**src/rtl/core/hcfc_pkg.sv**
```systemverilog
// ----------------------------------------------------------------------------
// hcfc_pkg
// Shared types, constants and the CRC byte update for the header and CRC-16
// frame checker.
// ----------------------------------------------------------------------------
package hcfc_pkg;

  localparam int COUNT_BITS = 10;
  localparam int LEN_BITS   = 10;
  localparam int CMP_BITS   = (COUNT_BITS > LEN_BITS) ? COUNT_BITS : LEN_BITS;

  typedef logic [COUNT_BITS-1:0] count_t;
  typedef logic [LEN_BITS-1:0]   len_t;
  typedef logic [CMP_BITS-1:0]   cmp_t;

  localparam count_t COUNT_MAX = '1;

  localparam logic [15:0] CRC_START = 16'hFFFF;
  localparam logic [15:0] CRC_POLY  = 16'h8408;

  localparam len_t        EXPECTED_LENGTH_RESET = len_t'(64);
  localparam logic [7:0]  HEADER_FIRST_RESET    = 8'h53;
  localparam logic [7:0]  HEADER_SECOND_RESET   = 8'h50;

  typedef enum logic [1:0] {
    STATUS_OK     = 2'd0,
    STATUS_LENGTH = 2'd1,
    STATUS_HEADER = 2'd2,
    STATUS_CRC    = 2'd3
  } status_t;

  typedef enum logic [1:0] {
    REG_EXPECTED_LENGTH = 2'd0,
    REG_HEADER_FIRST    = 2'd1,
    REG_HEADER_SECOND   = 2'd2
  } reg_index_t;

  typedef struct packed {
    len_t       expected_length;
    logic [7:0] header_first;
    logic [7:0] header_second;
  } cfg_t;

  typedef struct packed {
    logic [15:0] received_crc;
    logic [15:0] computed_crc;
    status_t     status;
  } result_t;

  function automatic logic [15:0] crc_absorb(input logic [15:0] crc, input logic [7:0] data);
    logic [15:0] c;
    c = crc ^ {8'h00, data};
    for (int k = 0; k < 8; k++) begin
      if (c[0]) begin
        c = (c >> 1) ^ CRC_POLY;
      end else begin
        c = c >> 1;
      end
    end
    return c;
  endfunction

endpackage

```
**src/rtl/core/hcfc_check.sv**
```systemverilog
// ----------------------------------------------------------------------------
// hcfc_check
// Per-frame state: byte counter, header flag, two-byte delay line and CRC
// accumulator. Produces the frame verdict on the final byte.
// ----------------------------------------------------------------------------
module hcfc_check (
  input  logic              clk,
  input  logic              rst,
  input  logic              step,
  input  logic [7:0]        data_byte,
  input  logic              last_byte,
  input  hcfc_pkg::cfg_t    cfg,
  output hcfc_pkg::result_t result
);

  hcfc_pkg::count_t byte_count;
  hcfc_pkg::count_t byte_count_next;
  logic [15:0]      crc_acc;
  logic [15:0]      crc_next;
  logic [7:0]       delay_newer;
  logic [7:0]       delay_older;
  logic             header_good;
  logic             header_next;
  hcfc_pkg::count_t frame_len;
  hcfc_pkg::cmp_t   len_cmp;
  hcfc_pkg::cmp_t   exp_cmp;
  logic [15:0]      rx_crc;

  always_comb begin
    header_next = header_good;
    if (byte_count == '0 && data_byte != cfg.header_first) begin
      header_next = 1'b0;
    end
    if (byte_count == hcfc_pkg::count_t'(1) && data_byte != cfg.header_second) begin
      header_next = 1'b0;
    end
    crc_next = crc_acc;
    if (byte_count >= hcfc_pkg::count_t'(2)) begin
      crc_next = hcfc_pkg::crc_absorb(crc_acc, delay_older);
    end
    byte_count_next = (byte_count != hcfc_pkg::COUNT_MAX) ?
                      byte_count + hcfc_pkg::count_t'(1) : byte_count;
    frame_len = byte_count_next;
    len_cmp   = hcfc_pkg::cmp_t'(frame_len);
    exp_cmp   = hcfc_pkg::cmp_t'(cfg.expected_length);
    rx_crc    = {data_byte, delay_newer};
    result.computed_crc = crc_next;
    result.received_crc = rx_crc;
    priority if (len_cmp != exp_cmp) begin
      result.status = hcfc_pkg::STATUS_LENGTH;
    end else if (!header_next || frame_len < hcfc_pkg::count_t'(2)) begin
      result.status = hcfc_pkg::STATUS_HEADER;
    end else if (rx_crc != crc_next) begin
      result.status = hcfc_pkg::STATUS_CRC;
    end else begin
      result.status = hcfc_pkg::STATUS_OK;
    end
  end

  always_ff @(posedge clk) begin
    if (rst) begin
      byte_count  <= '0;
      crc_acc     <= hcfc_pkg::CRC_START;
      delay_newer <= '0;
      delay_older <= '0;
      header_good <= 1'b1;
    end else if (step) begin
      if (last_byte) begin
        byte_count  <= '0;
        crc_acc     <= hcfc_pkg::CRC_START;
        delay_newer <= '0;
        delay_older <= '0;
        header_good <= 1'b1;
      end else begin
        byte_count  <= byte_count_next;
        crc_acc     <= crc_next;
        delay_newer <= data_byte;
        delay_older <= delay_newer;
        header_good <= header_next;
      end
    end
  end

endmodule

```
**src/rtl/core/header_crc16_frame_checker_unit.sv**
```systemverilog
// ----------------------------------------------------------------------------
// header_crc16_frame_checker_unit
// Receive-side frame checker: length, two header bytes and trailing
// CRC-16/MCRF4XX.
// ----------------------------------------------------------------------------
// Frame bytes enter on the s_ channel, one word per byte, with s_tlast on the
// final byte. One verdict word leaves on the m_ channel per frame, after the
// final byte; other bytes give no output. A byte is accepted in every cycle
// while the output side keeps up: the sustained rate is one byte per cycle,
// set by the combinational CRC byte update between the input register and
// the result register.
// A final byte taken into the input register is checked there, and its verdict
// is then registered in the result register that drives m_tvalid.
// When the receiver stalls, the verdict waits in the result register; bytes
// that give no verdict still flow, and only a final byte meeting a full
// result register holds the input register and drops s_tready.
// Registers are written on cfg_we with cfg_index and cfg_data; index 0 is
// the expected length, 1 and 2 the header bytes. Unknown indexes are ignored.
// Reset clears the frame state and the output, and restores the registers
// to a length of 64 and the header "SP".
// ----------------------------------------------------------------------------
module header_crc16_frame_checker_unit (
  input  logic        clk,
  input  logic        rst,
  input  logic        s_tvalid,
  output logic        s_tready,
  input  logic [7:0]  s_tdata,   // data_byte [7:0]
  input  logic        s_tlast,   // last_byte
  output logic        m_tvalid,
  input  logic        m_tready,
  output logic [39:0] m_tdata,   // status [1:0], computed_crc [17:2],
                                 // received_crc [33:18], zeros [39:34]
  input  logic        cfg_we,
  input  logic [1:0]  cfg_index,
  input  logic [9:0]  cfg_data
);

  hcfc_pkg::cfg_t    cfg;
  hcfc_pkg::result_t result;
  hcfc_pkg::result_t out_data;
  logic              stage_valid;
  logic [7:0]        stage_byte;
  logic              stage_last;
  logic              stage_adv;
  logic              out_room;
  logic              out_valid;

  always_ff @(posedge clk) begin
    if (rst) begin
      cfg.expected_length <= hcfc_pkg::EXPECTED_LENGTH_RESET;
      cfg.header_first    <= hcfc_pkg::HEADER_FIRST_RESET;
      cfg.header_second   <= hcfc_pkg::HEADER_SECOND_RESET;
    end else if (cfg_we) begin
      unique case (cfg_index)
        hcfc_pkg::REG_EXPECTED_LENGTH: begin
          cfg.expected_length <= cfg_data;
        end
        hcfc_pkg::REG_HEADER_FIRST: begin
          cfg.header_first <= cfg_data[7:0];
        end
        hcfc_pkg::REG_HEADER_SECOND: begin
          cfg.header_second <= cfg_data[7:0];
        end
        default: begin
        end
      endcase
    end
  end

  assign out_room  = !out_valid || m_tready;
  assign stage_adv = stage_valid && (!stage_last || out_room);
  assign s_tready  = !stage_valid || stage_adv;

  always_ff @(posedge clk) begin
    if (rst) begin
      stage_valid <= 1'b0;
    end else if (s_tready) begin
      stage_valid <= s_tvalid;
    end
  end

  always_ff @(posedge clk) begin
    if (s_tready && s_tvalid) begin
      stage_byte <= s_tdata;
      stage_last <= s_tlast;
    end
  end

  hcfc_check u_check (
    .clk       (clk),
    .rst       (rst),
    .step      (stage_adv),
    .data_byte (stage_byte),
    .last_byte (stage_last),
    .cfg       (cfg),
    .result    (result)
  );

  always_ff @(posedge clk) begin
    if (rst) begin
      out_valid <= 1'b0;
    end else if (stage_adv && stage_last) begin
      out_valid <= 1'b1;
    end else if (m_tready) begin
      out_valid <= 1'b0;
    end
  end

  always_ff @(posedge clk) begin
    if (stage_adv && stage_last) begin
      out_data <= result;
    end
  end

  assign m_tvalid = out_valid;
  assign m_tdata  = {6'b0, out_data.received_crc, out_data.computed_crc, out_data.status};

  a_reset_empty: assert property (@(posedge clk) rst |=> !m_tvalid && !stage_valid)
    else $error("output or input stage not empty after reset");

  a_idle_ready: assert property (@(posedge clk) disable iff (rst)
    !stage_valid |-> s_tready)
    else $error("input not ready with an empty input stage");

  a_last_holds: assert property (@(posedge clk) disable iff (rst)
    stage_valid && stage_last && out_valid && !m_tready |=>
      stage_valid && stage_last && $stable(stage_byte))
    else $error("final byte left the input stage while the result was blocked");

  a_verdict_source: assert property (@(posedge clk) disable iff (rst)
    !out_valid && !(stage_adv && stage_last) |=> !m_tvalid)
    else $error("verdict appeared without a final byte");

endmodule

```
**config.mk**
```make
export PLATFORM = sky130hd
export DESIGN_NAME = header_crc16_frame_checker_unit
export DESIGN_NICKNAME = d
export VERILOG_FILES = /design/src/rtl/core/hcfc_pkg.sv /design/src/rtl/core/hcfc_check.sv /design/src/rtl/core/header_crc16_frame_checker_unit.sv
export SDC_FILE = /design/constraint.sdc
export NUM_CORES = 1
export LEC_CHECK = 0
export ABC_CLOCK_PERIOD_IN_PS = 5500
export BUFFER_PORTS_ARGS = -buffer_cell sky130_fd_sc_hd__buf_4
export CAP_MARGIN = 20
export CORE_ASPECT_RATIO = 0.7
export CORE_MARGIN = 2
export CORE_UTILIZATION = 60
export CTS_BUF_LIST = sky130_fd_sc_hd__clkbuf_8
export DETAILED_ROUTE_END_ITERATION = 10
export PLACE_DENSITY_LB_ADDON = 0.12
export SLEW_MARGIN = 20
export SYNTH_ARGS = -nofsm -noshare
export SYNTH_HDL_FRONTEND = slang
export SYNTH_HIERARCHICAL = 1
export SYNTH_SLANG_ARGS = --single-unit
```
**constraint.sdc**
```tcl
create_clock -name clk -period 5.5 [get_ports clk]
set_input_delay 0.55 -clock clk [delete_from_list [all_inputs] [get_ports clk]]
set_output_delay 0.55 -clock clk [all_outputs]
set_load 0.1 [all_outputs]
```
After elaboration in Yosys (flattened, before gate mapping)
Index checks and enable logic that the tools add are counted.

Flip-flop bits (word level): 114. Input port bits: 26. Output and inout bits: 42. Logic and storage cells: 82.

Equality and inequality tests: 8. Muxes and demuxes: 28. Bitwise logic cells: 9. Reduce and logical (&&, ||, !) cells: 19. $lt $le $gt $ge: 2. $add $sub $neg: 1.

Operator list (number): 16-bit 2-to-1 mux (17); 2-bit inverter with 3-bit output (8); 10-bit 2-to-1 mux (2); 8-bit 2-to-1 mux (2); 16-bit != test (1); 8-bit != test (2); 16-bit by 8-bit XOR with 16-bit output (1); 10-bit by 1-bit adder with 10-bit output, second input constant (1); 10-bit by 1-bit equality test with 1-bit output, second input constant (1); 10-bit by 2-bit greater-or-equal comparator with 1-bit output, second input constant (1); 10-bit zero test (1); 10-bit by 2-bit less-than comparator with 1-bit output, second input constant (1); 10-bit != test (1); 10-bit != test, second input constant (1); 2-bit AND reduction (3); 1-bit logical AND (5); 1-bit 2-to-1 mux (5); 1-bit zero test (4); 1-bit logical OR (4); 2-bit 2-to-1 mux (2); 2-bit by 1-bit equality test with 1-bit output, second input constant (1); 2-bit equality test, second input constant (1); 2-bit zero test (1); 2-bit nonzero test (1).

Longest topological paths before layout
Gate-level depths: netlist (run 1).

Depth in word-level cells: 28. Depth in mapped cells: 11. Mapped depth without buffers: 10.

Modules after synthesis
The synthesis (run 1) kept the hierarchy.

By module, submodules not included: hcfc_check (sequential area each 860.8 µm², area an instance 3214.3 µm², instances 1, cells an instance 400); header_crc16_frame_checker_unit (sequential area each 1851.8 µm², area an instance 2509.9 µm², instances 1, cells an instance 164).

Worst setup path before layout (run 1)
OpenSTA, ideal clock, no wires.

Kind: register to register. From: reg out_valid, in the netlist m_tvalid. To: reg stage_byte[0], enable pin. Path buffers: 0. Stages on the path, launching flop included: 3. Library setup time: 0.288 ns. Data required time: 5.212 ns. Data arrival time: 2.797 ns. Path slack: 2.415 ns. Clock period less this slack: 3.085 ns. Cells stage by stage: dfxtp_1 nand4b_1 and2_1.

Longest elaborated chain between the ends: 6.

Ends and longest elaborated chain: start: declaration (line header_crc16_frame_checker_unit.sv:46) `logic out_valid;`; start signal: assignment (line header_crc16_frame_checker_unit.sv:101) `out_valid <= 1'b0;`; start signal: assignment (line header_crc16_frame_checker_unit.sv:103) `out_valid <= 1'b1;`; start signal: assignment (line header_crc16_frame_checker_unit.sv:105) `out_valid <= 1'b0;`; 1-bit zero test (line header_crc16_frame_checker_unit.sv:70) `assign out_room = !out_valid || m_tready;`; 1-bit logical OR (line header_crc16_frame_checker_unit.sv:70); 1-bit logical OR (line header_crc16_frame_checker_unit.sv:71) `assign stage_adv = stage_valid && (!stage_last || out_room);`; 1-bit logical AND (line header_crc16_frame_checker_unit.sv:71); 1-bit logical OR (line header_crc16_frame_checker_unit.sv:72) `assign s_tready = !stage_valid || stage_adv;`; named net s_tready (line header_crc16_frame_checker_unit.sv:26) `output logic s_tready,`; 1-bit logical AND (line header_crc16_frame_checker_unit.sv:83) `if (s_tready && s_tvalid) begin`; end signal: assignment (line header_crc16_frame_checker_unit.sv:84) `stage_byte <= s_tdata;`; end: declaration (line header_crc16_frame_checker_unit.sv:42) `logic [7:0] stage_byte;`.

The timed path passes the listed nets, and every way through them passes these cells. A chain may end at the register's enable or synchronous reset.

==> results of run 1 <==
-- cells in the mapped netlist (4+ instances only) --
master	number	area [sq um]
mux2_2	5	56.3
ha_1	4	50.1
o22ai_1	18	113
a21oi_1	38	190
nand2b_1	63	394
nor4_1	10	62.6
a22oi_1	4	30.0
buf_6	4	45.0
xnor2_1	36	315
inv_1	5	18.8
xor2_1	34	298
buf_2	5	25.0
nand3b_1	17	128
o21ai_0	17	85.1
nor2_1	42	158
dfxtp_1	71	1420
buf_4	14	105
mux2i_1	27	270
nor2b_1	6	37.5
clkbuf_1	26	97.6
nor3_1	6	30.0
nand2_1	22	82.6
nand3_1	7	35.0
edfxtp_1	43	1290
-- registers in the layout, indices dropped and copies added, names as in the netlist, 8 cells and up --
register             cells
u_check/byte_count      10
u_check/delay_newer      8
cfg                     26
u_check/delay_older      8
stage_byte               8
m_tdata                 34
u_check/crc_acc         16
-- critical path: stages, from the launching register on --
cell	delay [ns]
dfxtp_1	0.44
inv_1	0.12
ha_1	0.23
nor2_1	0.18
nand3_4	0.29
mux2_2	0.41
xor2_1	0.15
nor4_1	0.31
nand3_1	0.14
or4_1	0.53
a21o_1	0.19
-- stage by stage --
| step | instances | setup slack [ns] | hold WS (ns) | instance area, sq um |
|---|---|---|---|---|
| 2_1_floorplan | 569 | 2.42 | 0.447 | 5740 |
| 3_3_place_gp | 707 | 2.44 | 0.469 | 6120 |
| 3_5_place_dp | 707 | 2.31 | 0.472 | 6120 |
| 4_1_cts | 739 | 2.28 | 0.270 | 6480 |
| 5_1_grt | 739 | 2.12 | 0.272 | 6480 |
| 6_report | 739 | 2.27 | 0.297 | 6480 |
-- final cells by class --
type | instances | area share (%)
timing repair buffer | 64 | 7.42
clock inverter | 13 | 1.49
sequential | 114 | 41.9
tap | 124 | 2.39
inverter | 5 | 0.290
multi-input combinational | 400 | 42.5
clock buffer | 19 | 4.04
-- power groups by stage --
stage / logic, mW / registers, mW / clock network [mW]
2_1_floorplan: 0.106 / 0.960 / 0
3_3_place_gp: 0.170 / 0.935 / 0
3_5_place_dp: 0.173 / 0.935 / 0
4_1_cts: 0.175 / 0.917 / 0.718
5_1_grt: 0.186 / 0.919 / 0.759
6_report: 0.176 / 0.917 / 0.705
-- worst min path at each step --
stage / to / slack, ns / startpoint
4_1_cts: stage_byte[0]$_DFFE_PP_ / 0.27 / s_tdata[0]
6_report: stage_byte[0]$_DFFE_PP_ / 0.30 / s_tdata[0]
5_1_grt: stage_byte[0]$_DFFE_PP_ / 0.27 / s_tdata[0]
3_3_place_gp: u_check/delay_older[4]$_SDFFE_PP0P_ / 0.47 / u_check/delay_older[4]$_SDFFE_PP0P_
2_1_floorplan: m_tdata[21]$_DFFE_PP_ / 0.45 / u_check/delay_newer[3]$_SDFFE_PP0P_
3_5_place_dp: u_check/delay_older[6]$_SDFFE_PP0P_ / 0.47 / u_check/delay_older[6]$_SDFFE_PP0P_
-- cell families (layout without fill, tap and decap cells) --
group	Yosys count	count (layout)	share of synthesized area, %
xor gates and xnor gates	72	72	11.4
muxes	32	32	5.70
DFF	114	114	47.4
buffers and inverters	55	101	5.16
other	1	6	0.0655
and+or+nand+nor	193	193	19.6
AOI/OAI and AO/OA	93	93	9.86
adders and majority gates	4	4	0.874
-- routing by layer --
layer | vias to the layer above | track usage (%) | share of wire (%)
li1 | 2023 | - | -
met1 | 2000 | 41.4 | 48
met2 | 204 | 38.0 | 42
met3 | 14 | 6.12 | 9.3
met4 | 0 | 8.35 | 0.95
met5 | - | 0 | 0
==> results by group, run 1 <==
Clock tree
  • Postcts setup bufs: 0
  • Post-CTS sizing: 0
  • Post-CTS Hold Fix Bufs: 0
  • H-tree depth: 4
  • CTS tree: done
  • Later-pin clock latency in the skew report: 0.43 ns
  • Sink Count: 114
  • Num CTS Buffers: 17
  • Clock transition at the registers of the reported paths: 0.07 ns
  • CTS Root Cell: clkbuf_8
  • CTS Buffer Depth: 2

Global route
  • First-pass GRT wire length: approximately 21000 microns
  • Vias in the first global route: roughly 4000
  • GRT overflow: 0
  • Tot GR Track Use: 27.0%
  • Antenna violations before repair: 0
  • Pin count of the biggest net entering global routing: 85

Synth
  • Post-Syn Area: 5720 sq um
  • Primary FF master, synth: dfxtp_1
  • Cells after Synth: 564
  • Synth async-reset ratio: 0%
  • Part of the Yosys area used for sequential elements: 47.4%
  • Syn_area_per_cell: 10.1 sq um
  • Post-synth EDFFs: 43
  • Ys Warns: 6
  • Unique cell type count in the Yosys netlist: 53
  • Post-synthesis register bit count: roughly 110

STA
  • Setup Skew: roughly 0.011 ns
  • Max-slew headroom: 34.3%
  • Pins Over Slew Limit: 0
  • RSZ-0062 raised after global routing: no
  • Measured slew at the worst slew-check pin: 0.983 ns
  • Fin Setup TNS: 0 ns
  • Fmax: around 310 MHz
  • Final Hold Vio Count: 0
  • Number of setup violations in the final report: 0
  • Tcrit/Tclk final: 58.8%
  • Period minus WS final: ~3.2 ns

Worst setup path
  • CP Launch Point: u_check/byte_count[0]$_SDFFE_PP0P_
  • CP Class: reg -> reg
  • Worst-path fanout max: 23
  • R2R Path Start: u_check/byte_count[0]$_SDFFE_PP0P_
  • R2r endpoint: m_tdata[0]$_DFFE_PP_
  • Worst Path Required: 5.68 ns
  • CP endpoint: m_tdata[0]$_DFFE_PP_
  • Crit end category: flop
  • R2R setup slack: 2.27 ns
  • CP Data Arrival Time: 3.42 ns
  • Startpoint Class: flop
  • Reg2reg path depth: 10

Finish
  • Share of cells above drive strength 1: 17.6%
  • FF+latch area: approximately 2700 sq um
  • Footprint of the multi-input gates: 2750 sq um
  • Filler Cells Inserted: 712
  • ANT cells: 0
  • Most frequent cells in the layout: 71 x dfxtp_1, 64 x buf_4, 63 x nand2b_1
  • Final core utilization: 70.6%
  • Fin nets: about 630
  • Area Overhead vs Synth: 13.2%
  • Commonest non-fill, non-tap cell in the layout: dfxtp_1

Run
  • Max cap viols: 0

Power
  • Flop pwr share: 51.0%
  • Worst IR Drop VDD: 0.000175 V
  • Clk pwr share: between 30% and 40%
  • P_leak: between 2 and 2.5 nW
  • Int Pwr: 1.32 mW
  • P_sw: 474 uW
  • Combinational power share: 9.8%
  • Pwr Total: 1.80 mW
  • Power per cell area: 278 nW/um^2
  • Switch share: 26.4%

Status
  • Status: complete, no violations

Detailed routing
  • Detail Route Antenna Nets: 0
  • WL final: about 14000 microns
  • Routed vias: around 4200
  • DR iter-0 viols: 479
  • Drt wl/cell: 18.3 microns
  • Drt via density: 5.74
  • DR DRC count: 0
  • TritonRoute pass-1 iters: 6

Placement
  • Final HPWL from detailed placement: 9010 microns
  • PortBufs: 61
  • Gpl congestion: 0.876

Die
  • Die width: 121 microns
  • Die H: between 80 and 90 microns
  • Core ar.: between 9000 and 10000 sq um
  • Starting Density: 62.4%
  • I/O pin count: 68
  • Row Count: 29
  • Die area: 10400 sq um

Worst hold path
  • Worst hold path type: in -> reg
  • Hold Path Depth: 1
No activity file was read; power rests on OpenSTA's default activity.
==> run 2: changes to the inputs <==
--- a/config.mk
+++ b/config.mk
@@ -5,7 +5,7 @@
 export SDC_FILE = /design/constraint.sdc
 export NUM_CORES = 1
 export LEC_CHECK = 0
-export ABC_CLOCK_PERIOD_IN_PS = 5500
+export ABC_CLOCK_PERIOD_IN_PS = 3150
 export BUFFER_PORTS_ARGS = -buffer_cell sky130_fd_sc_hd__buf_4
 export CAP_MARGIN = 20
 export CORE_ASPECT_RATIO = 0.7
==> constraint.sdc (replaced) <==
create_clock -name clk -period 3.15 [get_ports clk]
set_input_delay 0.315 -clock clk [delete_from_list [all_inputs] [get_ports clk]]
set_output_delay 0.315 -clock clk [all_outputs]
set_load 0.1 [all_outputs]
==> run 2 against run 1 <==
Clock skew increased by 0.0020 ns. Combinational power grew 76%. Total power up 84%. Highest routed layer unchanged. Largest cell class unchanged. First-iteration DRC count is 6.1% higher. Critical path type unchanged.
==> results by group, run 2 (same netlist as run 1, synthesis figures left out) <==
Power
  • Power per cell area: 500 nW/um^2 (was 278 nW/um^2)
  • P_leak: 2.50 nW (was 2.42 nW)
  • Worst IR Drop VDD: 0.000347 V (was 0.000175 V)

Placement
  • PortBufs: 61 (unchanged)
  • Gpl congestion: 0.921 (was 0.876)
  • Inst Count DP: 717 (was 707)
  • Final HPWL from detailed placement: 9420 microns (was 9010 microns)
  • Dpl ws: 0.114 ns (was 2.31 ns)

STA
  • Tcrit/Tclk final: 94.0% (was 58.8%)
  • Setup ws final: 0.188 ns (was 2.27 ns)
  • Measured slew at the worst slew-check pin: 0.752 ns (was 0.983 ns)
  • Fmax: 338 MHz (was 309 MHz)
  • Pins Over Slew Limit: 0 (unchanged)
  • RSZ-0062 raised after global routing: no (unchanged)
  • Period minus WS final: 2.96 ns (was 3.23 ns)
  • Max-slew headroom: 49.9% (was 34.3%)
  • Number of setup violations in the final report: 0 (unchanged)
  • Final Hold Vio Count: 0 (unchanged)
  • Setup Skew: 0.0127 ns (was 0.0107 ns)
  • Fin Setup TNS: 0 ns (unchanged)

Worst setup path
  • R2R setup slack: 0.19 ns (was 2.27 ns)
  • Crit path max-delay family: simple AND/OR/NAND/NOR gates (unchanged)
  • CP Class: reg -> reg (unchanged)
  • Crit end category: flop (unchanged)
  • CP Data Arrival Time: 3.14 ns (was 3.42 ns)
  • Worst-path fanout max: 10 (was 23)
  • Worst-path cell chain: inv_1 -> ha_1 -> nor2_1 -> nand3_4 -> mux2_2 -> xor2_1 -> nor4_2 -> nand3_1 -> or4_1 -> a21o_1 (was inv_1 -> ha_1 -> nor2_1 -> nand3_4 -> mux2_2 -> xor2_1 -> nor4_1 -> nand3_1 -> or4_1 -> a21o_1)
  • WP buf/inv: 1 (unchanged)
  • CP peak stage delay: 0.54 ns (was 0.53 ns)
  • Slowest CP cell: or4_1 (unchanged)
  • Worst Path Required: 3.33 ns (was 5.68 ns)
  • Startpoint Class: flop (unchanged)

Clock tree
  • Post-CTS Hold Fix Bufs: 0 (unchanged)
  • Later-pin clock latency in the skew report: 0.43 ns (about the same)
  • CTS Buffer Depth: 2 (unchanged)
  • Sink Count: 114 (unchanged)
  • CTS Root Cell: clkbuf_8 (unchanged)
  • Num CTS Buffers: 17 (unchanged)
  • H-tree depth: 4 (unchanged)
  • CTS tree: done (unchanged)
  • Clock transition at the registers of the reported paths: 0.07 ns (about the same)

Finish
  • Largest register FFs: 34 (unchanged)
  • Most frequent cells in the layout: 74 x buf_4, 70 x dfxtp_1, 63 x nand2b_1 (was 71 x dfxtp_1, 64 x buf_4, 63 x nand2b_1)
  • Non-Filler Instances: 749 (was 739)
  • Filler Cells Inserted: 693 (was 712)
  • ANT cells: 0 (unchanged)
  • Share of cells above drive strength 1: 19.4% (was 17.6%)
  • Commonest non-fill, non-tap cell in the layout: buf_4 (was dfxtp_1)
  • Area Overhead vs Synth: 15.6% (was 13.2%)
  • Fin nets: 642 (was 632)

Detailed routing
  • Drt via density: 5.69 (was 5.74)
  • TritonRoute pass-1 iters: 5 (was 6)
  • Detail Route Antenna Nets: 0 (unchanged)
  • Routed vias: 4265 (was 4241)
  • WL final: 13600 microns (about the same)
  • Drt wl/cell: 18.1 microns (was 18.3 microns)
  • DR DRC count: 0 (unchanged)
  • DR iter-0 viols: 508 (was 479)

Die
  • Row Count: 29 (unchanged)
  • Starting Density: 62.4% (unchanged)
  • Core ar.: 9180 sq um (unchanged)
  • Die H: 85.7 microns (unchanged)
  • I/O pin count: 68 (unchanged)
  • Die width: 121 microns (unchanged)
  • Die area: 10400 sq um (unchanged)

Global route
  • First-pass GRT wire length: 21200 microns (was 21000 microns)
  • Pin count of the biggest net entering global routing: 85 (unchanged)
  • GRT overflow: 0 (unchanged)
  • Antenna violations before repair: 0 (unchanged)
  • Vias in the first global route: 3957 (was 3897)
  • Tot GR Track Use: 27.5% (was 27.0%)

Worst hold path
  • Worst hold path type: in -> reg (unchanged)

Run
  • Max cap viols: 0 (unchanged)

Status
  • Status: complete, no violations (unchanged)
run 2: cell count changes in the layout (fill, tap and decap cells not counted):
cell / before / now
buf_4: 64 / 74
inv_6: 0 / 1
bufinv_16: 1 / 3
dfxtp_2: 0 / 1
nor4_2: 0 / 1
clkinv_2: 6 / 4
nor4_1: 10 / 9
xnor2_1: 36 / 35
dfxtp_1: 71 / 70
clkinv_4: 2 / 0
xnor2_2: 0 / 1
clkinvlp_4: 1 / 2
run 2: final timing paths:
check                           cells past startpoint                                start                                  end
worst max-delay path                               10   u_check/byte_count[0]$_SDFFE_PP0P_                 m_tdata[0]$_DFFE_PP_
worst min-delay path                                1                           s_tdata[7]              stage_byte[7]$_DFFE_PP_
worst max register to register                     10   u_check/byte_count[0]$_SDFFE_PP0P_                 m_tdata[0]$_DFFE_PP_
worst min register to register                      2  u_check/delay_older[7]$_SDFFE_PP0P_  u_check/delay_older[7]$_SDFFE_PP0P_
run 2: worst register-to-register path, delay by kind of cell (launching register included):
family	cells	cell delay, ns
compound gates	1	0.19
xor+xnor	1	0.15
fa+ha+maj	1	0.22
buf+inv	1	0.09
flops	1	0.38
mux	1	0.36
simple gates	5	1.32
run 2: layer usage:
metal  GRT usage [%]  up-vias  part of all wire, %
li1                -     2046                    -
met2            37.6      163                   40
met4            9.30        0                  1.2
met3            5.59       12                  8.0
met1            43.0     2044                   50
met5               0        -                    0
run 2: cell type report:
cell class	instances	area, sq um	area share [%]
multi-input combinational	400	2770	41.8
sequential	114	2710	41.0
timing repair buffer	74	556	8.39
clock buffer	19	262	3.95
tap	124	155	2.34
clock inverter	13	145	2.19
inverter	5	18.8	0.284
run 2: report_power, final:
group | internal (mW) | switching, mW | total [mW]
clock | 0.811 | 0.585 | 1.40
sequential | 1.56 | 0.0397 | 1.60
combinational | 0.104 | 0.206 | 0.310
run 2: metrics by stage:
| step | hold slack [ns] | utilization, % | cell area, sq um | total power, mW |
|---|---|---|---|---|
| after floorplan | 0.414 | - | 5740 | 1.86 |
| after global placement | 0.470 | 67.5 | 6200 | 1.93 |
| after detailed placement | 0.476 | 67.5 | 6200 | 1.94 |
| after CTS | 0.0350 | 71.9 | 6600 | 3.32 |
| after global routing | 0.0332 | 72.1 | 6620 | 3.41 |
| final | 0.0523 | 72.1 | 6620 | 3.31 |
run 2: timing repair:
item                       4_1_cts  5_1_grt
setup buffers                    0        0
resized for setup                0        3
setup endpoints to repair        0        1
==> run 3: changes to the inputs <==
--- a/config.mk
+++ b/config.mk
@@ -8,10 +8,11 @@
 export ABC_CLOCK_PERIOD_IN_PS = 3150
 export BUFFER_PORTS_ARGS = -buffer_cell sky130_fd_sc_hd__buf_4
 export CAP_MARGIN = 20
+export CELL_PAD_IN_SITES_DETAIL_PLACEMENT = 0
+export CELL_PAD_IN_SITES_GLOBAL_PLACEMENT = 1
 export CORE_ASPECT_RATIO = 0.7
 export CORE_MARGIN = 2
-export CORE_UTILIZATION = 60
-export CTS_BUF_LIST = sky130_fd_sc_hd__clkbuf_8
+export CORE_UTILIZATION = 46
 export DETAILED_ROUTE_END_ITERATION = 10
 export PLACE_DENSITY_LB_ADDON = 0.12
 export SLEW_MARGIN = 20
==> run 3 against run 2 <==
Worst hold slack gained 0.031 ns. Cell count grew 6.1%. Core utilization is 16 points lower. Sequential share of layout area decreased by 1.8 points. Die area is 29% higher. Combinational power increased by 2%. Largest power group is now clock. Via count is 1.6% lower. Critical path type unchanged. Total power grew 19%.
==> results by group, run 3 (same netlist as run 1, synthesis figures left out) <==
Worst hold path
  • Hold wc startpoint: s_tdata[3] (was s_tdata[7])
  • Hold Path Depth: 1 (unchanged)
  • WHS Endpoint: stage_byte[3]$_DFFE_PP_ (was stage_byte[7]$_DFFE_PP_)
  • Worst hold path type: in -> reg (unchanged)

Global route
  • Grt met3 use: 6.05% (was 5.59%)
  • Pin count of the biggest net entering global routing: 85 (unchanged)
  • First-pass GRT wire length: 21500 microns (was 21200 microns)
  • GRT overflow: 0 (unchanged)
  • Met2 GRT Util: 26.9% (was 37.6%)
  • Tot GR Track Use: 21.6% (was 27.5%)
  • Most Crowded Layer GR: met1 (unchanged)
  • Antenna violations before repair: 0 (unchanged)
  • Vias in the first global route: 3769 (was 3957)
  • Met1 Usage GRT: 35.9% (was 43.0%)

Worst setup path
  • R2R Path Start: u_check/byte_count[0]$_SDFFE_PP0P_ (unchanged)
  • Worst Path Required: 3.31 ns (was 3.33 ns)
  • Worst-path fanout max: 9 (was 10)
  • CP Data Arrival Time: 3.18 ns (was 3.14 ns)
  • R2R setup slack: 0.14 ns (was 0.19 ns)
  • CP Class: reg -> reg (unchanged)
  • Crit end category: flop (unchanged)
  • Reg2reg path depth: 10 (unchanged)
  • Startpoint Class: flop (unchanged)
  • R2r endpoint: m_tdata[0]$_DFFE_PP_ (unchanged)

Finish
  • Share of cells above drive strength 1: 20.1% (was 19.4%)
  • Post-route cell area: 6910 sq um (was 6620 sq um)
  • ANT cells: 0 (unchanged)
  • Area Overhead vs Synth: 20.8% (was 15.6%)
  • Commonest non-fill, non-tap cell in the layout: buf_4 (unchanged)
  • Largest register FFs: 34 (unchanged)
  • Most frequent cells in the layout: 82 x buf_4, 71 x dfxtp_1, 63 x nand2b_1 (was 74 x buf_4, 70 x dfxtp_1, 63 x nand2b_1)
  • Fin nets: 650 (was 642)

STA
  • Number of setup violations in the final report: 0 (unchanged)
  • Fmax: 332 MHz (was 338 MHz)
  • Setup Skew: 0.00843 ns (was 0.0127 ns)
  • Pins Over Slew Limit: 0 (unchanged)
  • Final Hold Vio Count: 0 (unchanged)
  • RSZ-0062 raised after global routing: no (unchanged)
  • Measured slew at the worst slew-check pin: 0.778 ns (was 0.752 ns)
  • Period minus WS final: 3.01 ns (was 2.96 ns)
  • Tcrit/Tclk final: 95.7% (was 94.0%)
  • Hold slack: 0.0835 ns (was 0.0523 ns)
  • Max-slew headroom: 48.1% (was 49.9%)
  • Fin Setup TNS: 0 ns (unchanged)

Power
  • Power per cell area: 569 nW/um^2 (was 500 nW/um^2)
  • P_leak: 2.61 nW (was 2.50 nW)
  • Worst IR Drop VDD: 0.000349 V (was 0.000347 V)

Clock tree
  • Later-pin clock latency in the skew report: 0.41 ns (was 0.43 ns)
  • CTS tree: done (unchanged)
  • CTS Root Cell: clkbuf_16 (was clkbuf_8)
  • Clock transition at the registers of the reported paths: 0.05 ns (was 0.07 ns)
  • Sink Count: 114 (unchanged)
  • Post-CTS sizing: 0 (unchanged)
  • CTS Buffer Depth: 2 (unchanged)
  • Num CTS Buffers: 17 (unchanged)
  • H-tree depth: 4 (unchanged)

Detailed routing
  • Routed vias: 4195 (was 4265)
  • Drt via density: 5.28 (was 5.69)
  • Detail Route Antenna Nets: 0 (unchanged)
  • DR DRC count: 0 (unchanged)
  • Drt wl/cell: 17.9 microns (was 18.1 microns)
  • WL final: 14200 microns (was 13600 microns)
  • TritonRoute pass-1 iters: 4 (was 5)
  • DR iter-0 viols: 336 (was 508)

Die
  • Die H: 97.3 microns (was 85.7 microns)
  • Die area: 13400 sq um (was 10400 sq um)
  • Starting Density: 46.6% (was 62.4%)
  • Core ar.: 12300 sq um (was 9180 sq um)
  • Die width: 137 microns (was 121 microns)
  • I/O pin count: 68 (unchanged)
  • Row Count: 34 (was 29)

Placement
  • PortBufs: 61 (unchanged)
  • DP Area: 6270 sq um (was 6200 sq um)
  • Final HPWL from detailed placement: 9480 microns (was 9420 microns)
  • Gpl congestion: 0.860 (was 0.921)

Run
  • Max cap viols: 0 (unchanged)

Status
  • Status: complete, no violations (unchanged)
[run 3: cell types whose count changed in the layout (fill, tap and decap cells not counted), moves of 2 or more]
cell / before / now
clkbuf_16: 0 / 17
clkbuf_8: 19 / 0
inv_1: 8 / 5
clkinv_4: 0 / 2
buf_4: 74 / 82
[run 3: area by class of cell]
class / instances / area (sq um)
clock buffer: 18 / 429
clock inverter: 14 / 186
fill: 1081 / 5380
inverter: 5 / 18.8
multi-input combinational: 400 / 2750
sequential: 114 / 2710
tap: 162 / 203
timing repair buffer: 82 / 616
[run 3: critical path, cell delays in order (launching register included)]
cell	delay, ns
dfxtp_1	0.33
inv_1	0.08
ha_1	0.21
nor2_1	0.18
nand3_4	0.19
mux2_2	0.35
xor2_1	0.14
nor4_1	0.35
nand3_1	0.20
or4_1	0.54
a21o_1	0.19
[run 3: routing by layer]
layer / up-vias / routed length, microns
met2: 125 / 5520
met5: - / 0
met1: 1996 / 7670
met4: 0 / 99
met3: 11 / 906
li1: 2063 / -
[run 3: worst max path at each step]
stage / from / endpoint / slack (ns) / cells past startpoint
after floorplan: m_tvalid$_SDFFE_PP0P_ / stage_byte[0]$_DFFE_PP_ / 0.07 / 2
after global placement: u_check/byte_count[5]$_SDFFE_PP0P_ / m_tdata[0]$_DFFE_PP_ / 0.25 / 8
after detailed placement: u_check/byte_count[5]$_SDFFE_PP0P_ / m_tdata[0]$_DFFE_PP_ / 0.12 / 8
after CTS: u_check/byte_count[5]$_SDFFE_PP0P_ / m_tdata[0]$_DFFE_PP_ / 0.1 / 8
after global routing: u_check/byte_count[0]$_SDFFE_PP0P_ / m_tdata[0]$_DFFE_PP_ / 0.002 / 10
final: u_check/byte_count[0]$_SDFFE_PP0P_ / m_tdata[0]$_DFFE_PP_ / 0.14 / 10
[run 3: through the flow]
step	setup WS (ns)	utilization, %	std cells	total power [mW]
2_1_floorplan	0.0652	-	569	1.86
3_3_place_gp	0.248	51.0	759	1.94
3_5_place_dp	0.115	51.0	759	1.94
4_1_cts	0.0969	56.0	791	3.97
5_1_grt	0.00205	56.2	795	4.06
6_report	0.136	56.2	795	3.93
[run 3: what timing repair did]
item                                    CTS  global route
hold buffers                              0             0
endpoints found under the setup margin    0             1
setup buffers                             0             4
[run 3: power breakdown]
part	internal, mW	switching [mW]
Sequential	1.56	0.0382
Combinational	0.106	0.210
Clock	1.32	0.693
